### src/rtl/core/ifdf_pkg.sv
// Package for the interpolate-by-two FIR decimate-by-two filter.
// Holds sizes, derived widths and the command and status structs that join
// the controller to the datapath. It depends on nothing else.
`default_nettype none

package ifdf_pkg;

  // Sizes of the stores and the coefficient format.
  localparam int HISTORY_DEPTH  = 1024;
  localparam int TAPS           = 1801;
  localparam int COEF_WIDTH     = 24;
  localparam int COEF_FRAC_BITS = 22;

  // Fixed field widths.
  localparam int SAMPLE_W    = 16;
  localparam int COEF_IDX_W  = 11;

  // Derived widths.
  localparam int HIST_AW     = $clog2(HISTORY_DEPTH);
  localparam int TAP_W       = $clog2(TAPS);
  localparam int WARMUP_LEN  = TAPS / 2;
  localparam int WARMUP_W    = $clog2(WARMUP_LEN + 1);
  localparam int PT_W        = SAMPLE_W + 1;
  localparam int PROD_W      = COEF_WIDTH + PT_W;
  localparam int ACC_W       = PROD_W + $clog2(TAPS);
  localparam int RES_SHIFT   = COEF_FRAC_BITS + 1;

  // Request codes on req_type.
  localparam logic REQ_SAMPLE = 1'b0;
  localparam logic REQ_COEF   = 1'b1;

  typedef struct packed {
    logic             accept_coef;
    logic             accept_sample;
    logic             issue;
    logic [TAP_W-1:0] tap_idx;
    logic             finish;
    logic             load_out;
  } ifdf_cmd_t;

  typedef struct packed {
    logic warm;
    logic pipe_busy;
    logic out_free;
  } ifdf_status_t;

endpackage

`default_nettype wire

### src/rtl/core/ifdf_ctrl.sv
// Controller of the interpolate-by-two FIR decimate-by-two filter.
// Sequences accept, tap walk, pipeline drain and result hand-off.
// Depends on ifdf_pkg.
`default_nettype none

module ifdf_ctrl (
  input  wire                         clk_i,
  input  wire                         rst_ni,
  input  wire                         in_valid_i,
  input  wire                         req_type_i,
  output logic                        in_ready_o,
  output ifdf_pkg::ifdf_cmd_t         cmd_o,
  input  wire ifdf_pkg::ifdf_status_t status_i
);
  import ifdf_pkg::*;

  typedef enum logic [1:0] {
    ST_IDLE,
    ST_RUN,
    ST_DRAIN,
    ST_EMIT
  } state_e;

  state_e           state_q;
  logic [TAP_W-1:0] tap_q;
  logic             accept;

  assign in_ready_o = (state_q == ST_IDLE);
  assign accept     = in_valid_i && in_ready_o;

  always_comb begin
    cmd_o               = '0;
    cmd_o.accept_coef   = accept && (req_type_i == REQ_COEF);
    cmd_o.accept_sample = accept && (req_type_i == REQ_SAMPLE);
    cmd_o.issue         = (state_q == ST_RUN);
    cmd_o.tap_idx       = tap_q;
    cmd_o.finish        = (state_q == ST_DRAIN) && !status_i.pipe_busy;
    cmd_o.load_out      = (state_q == ST_EMIT) && status_i.out_free;
  end

  always_ff @(posedge clk_i or negedge rst_ni) begin
    if (!rst_ni) begin
      state_q <= ST_IDLE;
      tap_q   <= '0;
    end else begin
      case (state_q)
        ST_IDLE: begin
          tap_q <= '0;
          if (cmd_o.accept_sample) begin
            state_q <= status_i.warm ? ST_EMIT : ST_RUN;
          end
        end
        ST_RUN: begin
          if (tap_q == TAP_W'(TAPS - 1)) begin
            state_q <= ST_DRAIN;
          end else begin
            tap_q <= tap_q + 1'b1;
          end
        end
        ST_DRAIN: begin
          if (!status_i.pipe_busy) begin
            state_q <= ST_EMIT;
          end
        end
        ST_EMIT: begin
          if (status_i.out_free) begin
            state_q <= ST_IDLE;
          end
        end
        default: begin
          state_q <= ST_IDLE;
        end
      endcase
    end
  end

endmodule

`default_nettype wire

### config.mk
export PLATFORM = sky130hd
export DESIGN_NAME = ifdf_ctrl
export DESIGN_NICKNAME = d
export VERILOG_FILES = /design/src/rtl/core/ifdf_pkg.sv /design/src/rtl/core/ifdf_ctrl.sv
export SDC_FILE = /design/constraint.sdc
export NUM_CORES = 1
export LEC_CHECK = 0
export CAP_MARGIN = 30
export CORE_MARGIN = 2
export CORE_UTILIZATION = 25
export CTS_BUF_LIST = sky130_fd_sc_hd__clkbuf_4
export DETAILED_ROUTE_END_ITERATION = 16
export DONT_BUFFER_PORTS = 1
export PLACE_DENSITY = 0.5
export SLEW_MARGIN = 20
export SYNTH_ARGS = -nofsm -noshare
export SYNTH_HDL_FRONTEND = slang
export SYNTH_SLANG_ARGS = --single-unit
### constraint.sdc
create_clock -name clk_i -period 3.55 [get_ports clk_i]
set_input_delay 0.5325 -clock clk_i [delete_from_list [all_inputs] [get_ports clk_i]]
set_output_delay 0.5325 -clock clk_i [all_outputs]
set_load 0.1 [all_outputs]
* Word-level counts from Yosys, hierarchy flattened
Cells that the tools add are included.
** Storage, ports and cells
- Output and inout port bits :: 17
- Register bits :: 13
- Bits of input ports :: 7
- Word-level logic and storage cells :: 31
** Cells by class
- Reductions and logical operators :: 10
- Eq/ne operators :: 9
- Add/subtract/negate cells :: 1
- Multiplexer cells :: 8
- Bitwise operators :: 1
** Operators by type and width (number)
- case mux 11 bit (2 select lines) :: 1
- adder 11 x 1 -> 11 bit, second input constant :: 1
- == test 11 bit, second input constant :: 1
- two-way mux 11 bit :: 1
- two-way mux 2 bit :: 5
- case mux 2 bit (4 select lines) :: 1
- != test 2 bit, second input constant :: 3
- logical AND 1 bit :: 5
- == test 2 bit, second input constant :: 2
- != test 2 x 1 -> 1 bit, second input constant :: 2
- AND reduction 4 bit :: 1
- == test 2 x 1 -> 1 bit, second input constant :: 1
- zero test 2 bit :: 1
- AND reduction 2 bit :: 1
- nonzero test 2 bit :: 1
- zero test 1 bit :: 1
- NOT 1 bit :: 1

* Depth between registers and ports, before layout
Gate-level depths: netlist of run 1.
- Depth in word-level cells :: 5
- Depth in mapped cells :: 7
- Gate-level depth less buffers :: 6

* Worst setup path after synthesis of run 1
OpenSTA, ideal clock, no wires.
- Path type :: reg-to-output
- From :: register state_q[0]
- To :: output cmd_o[14] (netlist name)
- Path slack :: 0.079 ns
- Stages on the path, launching flop included :: 6
- Arrival :: 2.939 ns
- Path through :: dfrtp_1 -> inv_1 -> ha_1 -> clkbuf_1 -> nand2_1 -> nor2_1
** RTL lines
- start: declaration :: line ifdf_ctrl.sv:24 : state_e state_q;
- start signal: assignment :: line ifdf_ctrl.sv:50 : state_q <= status_i.warm ? ST_EMIT : ST_RUN;
- end: declaration :: line ifdf_ctrl.sv:12 : output ifdf_pkg::ifdf_cmd_t cmd_o,

* Worst setup path in the final report of run 1
- From :: register tap_q[5]
- To :: register state_q[1]
** On the way
- Cells in the longest elaborated chain, start to end :: 3
** RTL lines
- start: declaration :: line ifdf_ctrl.sv:25 : logic [TAP_W-1:0] tap_q;
- start signal: assignment :: line ifdf_ctrl.sv:57 : tap_q <= tap_q + 1'b1;
- == test 11 bit :: line ifdf_ctrl.sv:54 : if (tap_q == TAP_W'(TAPS - 1)) begin
- != test 2 x 1 -> 1 bit (no line)
- AND reduction 4 bit (no line)
Every way passes these cells.
A chain may end at the register's enable or synchronous reset.

==> out/qor.yml, run 1 <==
first_global_vias: 754
finalWorstPathRequiredPeriod_ns: 2.31
status: "complete, no violations"
clock_latency_ns: 0.28
htree_num_levels: 1
finalInstanceArea_um2: 1050
cts_made_buffers: 3
tritoncts: "built"
worst-endpoint-required_ns: 3.71
core_region_area_um2: 3080
warnings_synthesis: 0
timing.critical_path.arrival_ns: 2.47
drt_iter0_drc: 46
post-cts-setup-buffer-count: 0
buffer_cell_driving_the_clock_tree_root: "clkbuf_4"
max_clock_freq_mhz: 432
setup.worst_path.end_class: "flop"
layout_worst_path_cycle_share_pct: 65.2
nFillCells: 319
num_rows: 20
proportion_of_register_bits_with_asynchronous_set_or_reset_after_synthesis_pct: 100
die_h_um: 61.1
detail_route.wirelength_um: 2000
power_density_nw_per_um2: 886
synth-edff-count: 0
worstHoldPathType: "in -> reg"
syn-num-nets: 104
final_hold_viol_count: 0
synthTopCellsByArea: "dfrtp_1, ha_1, nand2_1"
finalMaxSlewViolations: 0
drc: 0
boundaryPins: 24
yosysSeqAreaShare_pct: 39.9
synthCells: 91
synth_cell_types: 30
max_slew.worst_pin.slew_ns: 1.01
placement.cell_area_um2: 1010
drt-vias-per-instance: 4.85
rsz0062_at_grt: "false"
timing.final.setup_violations: 0
postCtsHoldBufs: 1
place_congestion: 0.778
total_power_mw: 0.930
postCtsResizedCells: 0
groute.usage.overall_pct: 11.9
netlist.area_leader.share_pct: 39.9
postSynthAreaPerCell_um2: 8.95
timing.setup.critical_path_class: "reg -> reg"
slew_headroom_pct: 32.8
io_buffer_count: 0
finalSetupTns_ns: 0
final_nets: 122
worstPathMaxFanout: 6
cts.sink_count: 13
antenna_violations_before_repair: 0
num_antenna_cells: 0
post_drt_antenna_nets: 0
cap_violations: 0
initial_utilization_pct: 26.5
syn2layout_area_growth_pct: 28.9
via_count: 737
postSynth.topFlopCell: "dfrtp_1"
dr.pass1.iters: 4
worst_setup_path_start_kind: "flop"
grt_pass1_wl_um: 3260
area_of_the_die_um2: 3730
cts_max_path_bufs: 2
irDropWorstVdd_uv: 299
drive_above_1_share_pct: 20.4
dp_hpwl_um: 1510
synth_top_cell_by_area: "dfrtp_1"
leakage_nw: 0.469
avgRoutedWirePerCell_um: 13.1
cts.reportedPaths.clkPinSlew_ns: 0.08
grt_start_max_net_pins: 15
grt.overflow.total: 0
synth.ff_latch_count: 13
die_w_um: 61.1
fin_skew_ns: 0.00776
synthesis.area_um2: 815
stage by stage:
step,hold WS (ns),util [%],worst slack [ns],std cells
6_report,0.479,34.1,1.24,152
5_1_grt,0.483,34.1,1.17,152
4_1_cts,0.478,34.1,1.23,152
3_5_place_dp,0.237,32.8,1.24,147
3_3_place_gp,0.237,31.1,1.24,144
2_1_floorplan,0.237,-,0.0787,91
registers in the layout (all words and copies together), names as in the netlist:
| name | cells |
|---|---|
| state_q | 2 |
| tap_q | 11 |
layout by cell type, fill, tap and decap left out, types with 2 or more instances in the layout:
cell type   n
o21ai_0     8
dfrtp_1    13
o21a_1      3
buf_4      13
mux2i_1     4
a21oi_1     2
xnor2_1     2
nand4_1     4
nand2_1    11
ha_1        6
nor2_1      2
a21o_1      2
clkbuf_4    4
or3_1       2
nand3_1     5
o31ai_1     2
inv_1       7
kinds of logic after synthesis:
family	count (synthesis)	share of synthesized area [%]
AND/OR/NAND/NOR	32	20.0
AO/OA/AOI/OAI	22	17.5
flip-flops	13	39.9
buffers and inverters	11	5.22
adder cells (fa/ha/maj)	6	9.22
multiplexers	4	4.92
XOR/XNOR	3	3.23
Yosys cell counts, types with 2 or more instances:
library cell  number
xnor2_1            2
nand4_1            4
dfrtp_1           13
ha_1               6
o21a_1             3
o31ai_1            2
a21o_1             2
clkbuf_1           3
nand2_1           11
a21oi_1            2
mux2i_1            4
or3_1              2
nor2_1             3
o21ai_0            8
inv_1              7
nand3_1            5
worst paths after layout:
check	from	end	slack, ns	cells past startpoint
worst min-delay path	status_i[2]	state_q[1]	0.48	2
min in group asynchronous	rst_ni	tap_q[6]	0.70	1
max in group asynchronous	rst_ni	state_q[1]	2.44	1
worst max register to register	tap_q[5]	state_q[1]	1.24	5
worst min register to register	state_q[0]	state_q[0]	0.62	2
worst max-delay path	tap_q[5]	state_q[1]	1.24	5
where the power goes:
| part | leakage (nW) | internal (mW) | switching (mW) |
|---|---|---|---|
| logic | 0.276 | 0.175 | 0.457 |
| registers | 0.175 | 0.176 | 0.0210 |
| clock network | 0.0184 | 0.0512 | 0.0504 |
| total | 0.469 | 0.402 | 0.528 |
per-layer routing:
metal,global-route usage (%),vias to the layer above,wire (um)
met4,5.59,0,22
met5,0,-,0
met3,2.31,2,116
li1,-,363,-
met2,20.1,18,1010
met1,14.5,354,849
critical path, stage by stage, from the launching register on:
cell and delay (ns):
dfrtp_1 0.37, buf_4 0.24, or4b_1 0.54, or4_1 0.54, a211o_1 0.38, mux2i_1 0.13
final cells by class:
cell class | instances | area [um^2] | share of cell area, %
Multi-Input combinational cell | 67 | 452 | 43.0
Sequential cell | 13 | 325 | 31.0
Timing Repair Buffer | 17 | 161 | 15.4
Tap cell | 44 | 55.1 | 5.24
Clock buffer | 4 | 30.0 | 2.86
Inverter | 7 | 26.3 | 2.50
(Power assumes the default switching activity.)
==> run 2: changes to the inputs <==
--- a/config.mk
+++ b/config.mk
@@ -11,7 +11,7 @@
 export CTS_BUF_LIST = sky130_fd_sc_hd__clkbuf_4
 export DETAILED_ROUTE_END_ITERATION = 16
 export DONT_BUFFER_PORTS = 1
-export PLACE_DENSITY = 0.5
+export PLACE_DENSITY = 0.52
 export SLEW_MARGIN = 20
 export SYNTH_ARGS = -nofsm -noshare
 export SYNTH_HDL_FRONTEND = slang
==> constraint.sdc (replaced) <==
create_clock -name clk_i -period 2.1 [get_ports clk_i]
set_input_delay 0.315 -clock clk_i [delete_from_list [all_inputs] [get_ports clk_i]]
set_output_delay 0.315 -clock clk_i [all_outputs]
set_load 0.1 [all_outputs]
==> out/qor.yml, run 2 (synthesized netlist as in run 1, its figures left out) <==
avgRoutedWirePerCell_um: 12.8  # was 13.1 um
initial_utilization_pct: 26.5  # unchanged
dr.pass1.iters: 4  # unchanged
status: "complete, no violations"  # unchanged
register_area_um2: 345  # was 325 um^2
place_congestion: 0.781  # was 0.778
slew_headroom_pct: 59.5  # was 32.8%
cp_num_cells: 4  # was 5
drt-vias-per-instance: 4.62  # was 4.85
p_seq_share_pct: 23.7  # was 21.2%
gr-usage-met1_pct: 15.5  # was 14.5%
final-instance-count-excl-fill: 155  # was 152
most-common-layout-cells: "buf_4, nand2_1, o21ai_0, inv_1, dfrtp_2"  # was buf_4, dfrtp_1, nand2_1, o21ai_0, inv_1
reg2reg_from: "tap_q[5]"  # unchanged
grt_pass1_wl_um: 3270  # was 3260 um
place_inst: 150  # was 147
groute.usage.overall_pct: 12.3  # was 11.9%
final_hold_viol_count: 0  # unchanged
multi_input_area_um2: 460  # was 452 um^2
post-cts-setup-buffer-count: 0  # unchanged
syn2layout_area_growth_pct: 34.4  # was 28.9%
rsz0062_at_grt: "false"  # unchanged
cp_cell_sequence: "or4b_1, or4_1, a211o_1, mux2i_1"  # was buf_4, or4b_1, or4_1, a211o_1, mux2i_1
cts_made_buffers: 3  # unchanged
placement.cell_area_um2: 1050  # was 1010 um^2
crit_buf_inv: 0  # was 1
total_power_mw: 1.56  # was 0.930 mW
cts.sink_count: 13  # unchanged
setup.worst_path.end_class: "flop"  # unchanged
flip_flop_count_of_the_largest_register_after_layout: 11  # unchanged
layout.cells.most_common: "buf_4"
power_density_nw_per_um2: 1430  # was 886 nW/um^2
worstHoldPathType: "in -> reg"  # unchanged
boundaryPins: 24  # unchanged
io_buffer_count: 0  # unchanged
grt.overflow.total: 0  # unchanged
cap_violations: 0  # unchanged
critPathSlowestCell: "or4b_1"  # unchanged
largest_registers: "tap_q x11, state_q x2"  # unchanged
crit-reg2reg-capture: "state_q[0]"  # was state_q[1]
worstPathMaxFanout: 2  # was 6
htree_num_levels: 1  # unchanged
timing.final.setup_violations: 0  # unchanged
grt_use_met2_pct: 19.0  # was 20.1%
worst-endpoint-required_ns: 2.28  # was 3.71 ns
swShare_pct: 57.4  # was 56.8%
worst-r2r-setup-slack_ns: 0.07  # was 1.24 ns
clock_latency_ns: 0.29  # was 0.28 ns
irDropWorstVdd_uv: 779  # was 299 uV
tritoncts: "built"  # unchanged
post_drt_antenna_nets: 0  # unchanged
cp-startpoint: "tap_q[5]"  # unchanged
placement.setup.worst_slack_ns: 0.0765  # was 1.24 ns
finalInstanceArea_um2: 1090  # was 1050 um^2
finalMaxSlewViolations: 0  # unchanged
crit_end: "state_q[0]"  # was state_q[1]
cts.reportedPaths.clkPinSlew_ns: 0.08  # about the same
grt_start_max_net_pins: 14  # was 15
final_nets: 125  # was 122
core_region_area_um2: 3080  # unchanged
first_global_vias: 717  # was 754
num_antenna_cells: 0  # unchanged
max_flop_register: "tap_q"  # unchanged
antenna_violations_before_repair: 0  # unchanged
grt_most_used_layer: "met2"  # unchanged
drive_above_1_share_pct: 33.3  # was 20.4%
drc: 0  # unchanged
die_h_um: 61.1  # unchanged
leakage_nw: 0.463  # was 0.469 nW
drt_iter0_drc: 19  # was 46
layout_worst_path_cycle_share_pct: 96.4  # was 65.2%
fin_ws_ns: 0.0747  # was 1.24 ns
detail_route.wirelength_um: 1990  # was 2000 um
area_of_the_die_um2: 3730  # unchanged
num_rows: 20  # unchanged
slowest_delay_ns: 0.55  # was 0.54 ns
worstRegToRegCells: 4  # was 5
max_clock_freq_mhz: 494  # was 432 MHz
cts_max_path_bufs: 2  # unchanged
power_switching_mw: 0.897  # was 0.528 mW
timing.setup.critical_path_class: "reg -> reg"  # unchanged
dp_hpwl_um: 1530  # was 1510 um
die_w_um: 61.1  # unchanged
p_comb_share_pct: 65.0  # was 67.9%
pwr-share-clk_pct: 11.3  # was 10.9%
finalWorstPathRequiredPeriod_ns: 2.03  # was 2.31 ns
groute.layer.met3.usage_pct: 3.57  # was 2.31%
worst_setup_path_start_kind: "flop"  # unchanged
cellInternalPower_mw: 0.666  # was 0.402 mW
nFillCells: 316  # was 319
fin_skew_ns: 0.00318  # was 0.00776 ns
timing.critical_path.arrival_ns: 2.20  # was 2.47 ns
via_count: 716  # was 737
fin_worst_hold_slack_ns: 0.228  # was 0.479 ns
buffer_cell_driving_the_clock_tree_root: "clkbuf_4"  # unchanged
max_slew.worst_pin.slew_ns: 0.606  # was 1.01 ns
worst_path_dominant_cell_family: "simple AND/OR/NAND/NOR gates"  # unchanged
-- run 2: changes by cell type in the layout (fill, tap and decap cells not counted), moves of 2 or more --
cell / before / now
dfrtp_2: 0 / 7
dfrtp_4: 0 / 3
dfrtp_1: 13 / 3
buf_4: 13 / 17
buf_12: 0 / 2
-- run 2: final cells by class --
class / instances / area share (%)
Multi-Input combinational cell: 67 / 42.1
Inverter: 7 / 2.40
Clock buffer: 4 / 2.74
Timing Repair Buffer: 20 / 16.2
Tap cell: 44 / 5.03
Sequential cell: 13 / 31.5
-- run 2: how the worst min path moves through the flow --
stage / startpoint / to / slack (ns) / depth (start not counted)
after CTS: status_i[2] / state_q[1] / 0.22 / 2
after floorplan: rst_ni / state_q[0] / 0.02 / 0
final: status_i[2] / state_q[1] / 0.23 / 2
after detailed placement: rst_ni / tap_q[7] / 0.02 / 0
after global routing: status_i[2] / state_q[1] / 0.23 / 2
after global placement: rst_ni / tap_q[7] / 0.02 / 0
-- run 2: worst register-to-register path, cell delays in order, from the launching register on --
cell and delay [ns]:
dfrtp_4 0.47, or4b_1 0.55, or4_1 0.46, a211o_1 0.32, mux2i_1 0.13
-- run 2: stage by stage --
stage | TNS [ns] | util [%]
2_1_floorplan | -0.979 | -
3_3_place_gp | 0 | 34.3
3_5_place_dp | 0 | 34.3
4_1_cts | 0 | 35.6
5_1_grt | 0 | 35.6
6_report | 0 | 35.6
-- run 2: routing by layer --
metal,part of all wire (%),vias up,wire [um]
met1,46,326,922
met2,46,18,913
li1,-,367,-
met4,2.3,0,45
met5,0,-,0
met3,5.4,5,108
-- run 2: power by group through the flow --
stage / Combinational, mW / Sequential [mW] / Clock, mW
after floorplan: 0.655 / 0.520 / 0
after global placement: 1.01 / 0.373 / 0
after detailed placement: 1.01 / 0.375 / 0
after CTS: 1.02 / 0.372 / 0.185
after global routing: 1.09 / 0.379 / 0.194
final: 1.02 / 0.370 / 0.177
-- run 2: timing repair --
| item | CTS | global route |
|---|---|---|
| endpoints found under the hold margin | 13 | 0 |
| endpoints found under the setup margin | 0 | 1 |
| gates resized for setup | 0 | 1 |
| hold buffers | 1 | 0 |
==> run 3: changes to the inputs <==
--- a/config.mk
+++ b/config.mk
@@ -6,12 +6,14 @@
 export NUM_CORES = 1
 export LEC_CHECK = 0
 export CAP_MARGIN = 30
+export CELL_PAD_IN_SITES_DETAIL_PLACEMENT = 1
+export CELL_PAD_IN_SITES_GLOBAL_PLACEMENT = 1
 export CORE_MARGIN = 2
 export CORE_UTILIZATION = 25
 export CTS_BUF_LIST = sky130_fd_sc_hd__clkbuf_4
 export DETAILED_ROUTE_END_ITERATION = 16
 export DONT_BUFFER_PORTS = 1
-export PLACE_DENSITY = 0.52
+export PLACE_DENSITY = 0.61
 export SLEW_MARGIN = 20
 export SYNTH_ARGS = -nofsm -noshare
 export SYNTH_HDL_FRONTEND = slang
==> out/qor.yml, run 3 (synthesized netlist as in run 1, its figures left out) <==
status: "complete, no violations"  # unchanged
place_inst: 151  # was 150
cp-startpoint: "tap_q[5]"  # unchanged
die_h_um: 61.1  # unchanged
dr.pass1.iters: 4  # unchanged
worst_setup_path_start_kind: "flop"  # unchanged
grt_start_max_net_pins: 14  # unchanged
cts_max_path_bufs: 2  # unchanged
worstPathMaxFanout: 2  # unchanged
dp_hpwl_um: 1900  # was 1530 um
final-instance-count-excl-fill: 156  # was 155
htree_num_levels: 1  # unchanged
syn2layout_area_growth_pct: 35.8  # was 34.4%
antenna_violations_before_repair: 0  # unchanged
drc: 0  # unchanged
avgRoutedWirePerCell_um: 16.2  # was 12.8 um
worst-endpoint-required_ns: 2.30  # was 2.28 ns
drive_above_1_share_pct: 34.8  # was 33.3%
max_slew.worst_pin.slew_ns: 0.677  # was 0.606 ns
cts.sink_count: 13  # unchanged
reg2reg_from: "tap_q[5]"  # unchanged
max_clock_freq_mhz: 497  # was 494 MHz
grt_pass1_wl_um: 4190  # was 3270 um
buffer_cell_driving_the_clock_tree_root: "clkbuf_4"  # unchanged
first_global_vias: 862  # was 717
final_nets: 126  # was 125
flip_flop_count_of_the_largest_register_after_layout: 11  # unchanged
rsz0062_at_grt: "false"  # unchanged
via_count: 787  # was 716
area_of_the_die_um2: 3730  # unchanged
io_buffer_count: 0  # unchanged
final_hold_viol_count: 0  # unchanged
crit-reg2reg-capture: "state_q[0]"  # unchanged
tritoncts: "built"  # unchanged
gr-usage-met1_pct: 18.7  # was 15.5%
timing.final.setup_violations: 0  # unchanged
grt_most_used_layer: "met2"  # unchanged
worstHoldPathType: "in -> reg"  # unchanged
slew_headroom_pct: 54.7  # was 59.5%
finalMaxSlewViolations: 0  # unchanged
slowest_delay_ns: 0.53  # was 0.55 ns
layout_worst_path_cycle_share_pct: 95.8  # was 96.4%
most-common-layout-cells: "buf_4, nand2_1, o21ai_0, inv_1, dfrtp_2"  # unchanged
crit_end: "state_q[0]"  # unchanged
die_w_um: 61.1  # unchanged
groute.usage.overall_pct: 15.7  # was 12.3%
drt-vias-per-instance: 5.04  # was 4.62
irDropWorstVdd_uv: 831  # was 779 uV
fin_skew_ns: 0.00196  # was 0.00318 ns
cap_violations: 0  # unchanged
cts_made_buffers: 3  # unchanged
max_flop_register: "tap_q"  # unchanged
power_density_nw_per_um2: 1460  # was 1430 nW/um^2
detail_route.wirelength_um: 2530  # was 1990 um
fin_ws_ns: 0.0872  # was 0.0747 ns
worst-r2r-setup-slack_ns: 0.09  # was 0.07 ns
place_congestion: 0.777  # was 0.781
post-cts-setup-buffer-count: 0  # unchanged
cp_cell_sequence: "or4b_1, or4_4, a211o_1, mux2i_1"  # was or4b_1, or4_1, a211o_1, mux2i_1
grt.overflow.total: 0  # unchanged
initial_utilization_pct: 26.5  # unchanged
layout.cells.most_common: "buf_4"  # unchanged
post_drt_antenna_nets: 0  # unchanged
grt_use_met2_pct: 26.7  # was 19.0%
worstRegToRegCells: 4  # unchanged
num_antenna_cells: 0  # unchanged
timing.critical_path.arrival_ns: 2.22  # was 2.20 ns
leakage_nw: 0.470  # was 0.463 nW
setup.worst_path.end_class: "flop"  # unchanged
cts.reportedPaths.clkPinSlew_ns: 0.09  # was 0.08 ns
timing.setup.critical_path_class: "reg -> reg"  # unchanged
core_region_area_um2: 3080  # unchanged
num_rows: 20  # unchanged
drt_iter0_drc: 28  # was 19
placement.setup.worst_slack_ns: 0.0827  # was 0.0765 ns
critPathSlowestCell: "or4b_1"  # unchanged
finalWorstPathRequiredPeriod_ns: 2.01  # was 2.03 ns
largest_registers: "tap_q x11, state_q x2"  # unchanged
boundaryPins: 24  # unchanged
clock_latency_ns: 0.28  # was 0.29 ns
groute.layer.met3.usage_pct: 4.83  # was 3.57%
==> run 3: cell count changes in the layout (fill, tap and decap cells not counted) <==
cell	delta
buf_4	+1
or4_1	-1
or4_4	+1
==> run 3: cell type report <==
cell class	count	area, um^2
inverter	7	26.3
clock buffer	4	30.0
sequential	13	345
multi-input combinational	67	464
fill	373	1970
timing repair buffer	21	185
tap	44	55.1
==> run 3: how the worst min path moves through the flow <==
stage / slack [ns] / depth (start not counted) / from / end
floorplan: 0.02 / 0 / rst_ni / state_q[0]
global placement: 0.02 / 0 / rst_ni / tap_q[7]
detailed placement: 0.02 / 0 / rst_ni / tap_q[7]
CTS: 0.25 / 2 / status_i[2] / state_q[1]
global route: 0.26 / 2 / status_i[2] / state_q[1]
finish: 0.25 / 2 / status_i[2] / state_q[1]
==> run 3: per-stage QoR <==
| stage | util (%) | cell area (um^2) | TNS (ns) | hold WS (ns) | power [mW] |
|---|---|---|---|---|---|
| floorplan | - | 848 | -0.979 | 0.0194 | 1.18 |
| global placement | 34.5 | 1060 | 0 | 0.0197 | 1.40 |
| detailed placement | 34.5 | 1060 | 0 | 0.0198 | 1.43 |
| CTS | 35.8 | 1100 | 0 | 0.251 | 1.63 |
| global route | 35.9 | 1110 | 0 | 0.258 | 1.71 |
| finish | 35.9 | 1110 | 0 | 0.248 | 1.61 |
==> run 3: repair_timing <==
action	in CTS	in global routing
hold buffers	1	0
endpoints found under the hold margin	13	0
resized for setup	0	2
setup endpoints to repair	0	2
==> run 3: per-layer routing <==
| layer | part of all wire [%] | wire [um] |
|---|---|---|
| met5 | 0 | 0 |
| met1 | 44 | 1120 |
| met2 | 49 | 1240 |
| met4 | 0.47 | 12 |
| met3 | 6.0 | 151 |
==> run 3: power by group <==
| group | internal, mW | switching, mW |
|---|---|---|
| sequential | 0.302 | 0.0575 |
| clock | 0.0866 | 0.0936 |
| combinational | 0.289 | 0.784 |
| total | 0.677 | 0.935 |
==> run 3: critical path: cells and delay by family, from the launching register on <==
| family | cells | cell delay (ns) |
|---|---|---|
| AO/OA/AOI/OAI | 1 | 0.31 |
| flip-flops | 1 | 0.48 |
| multiplexers | 1 | 0.18 |
| AND/OR/NAND/NOR | 2 | 0.97 |
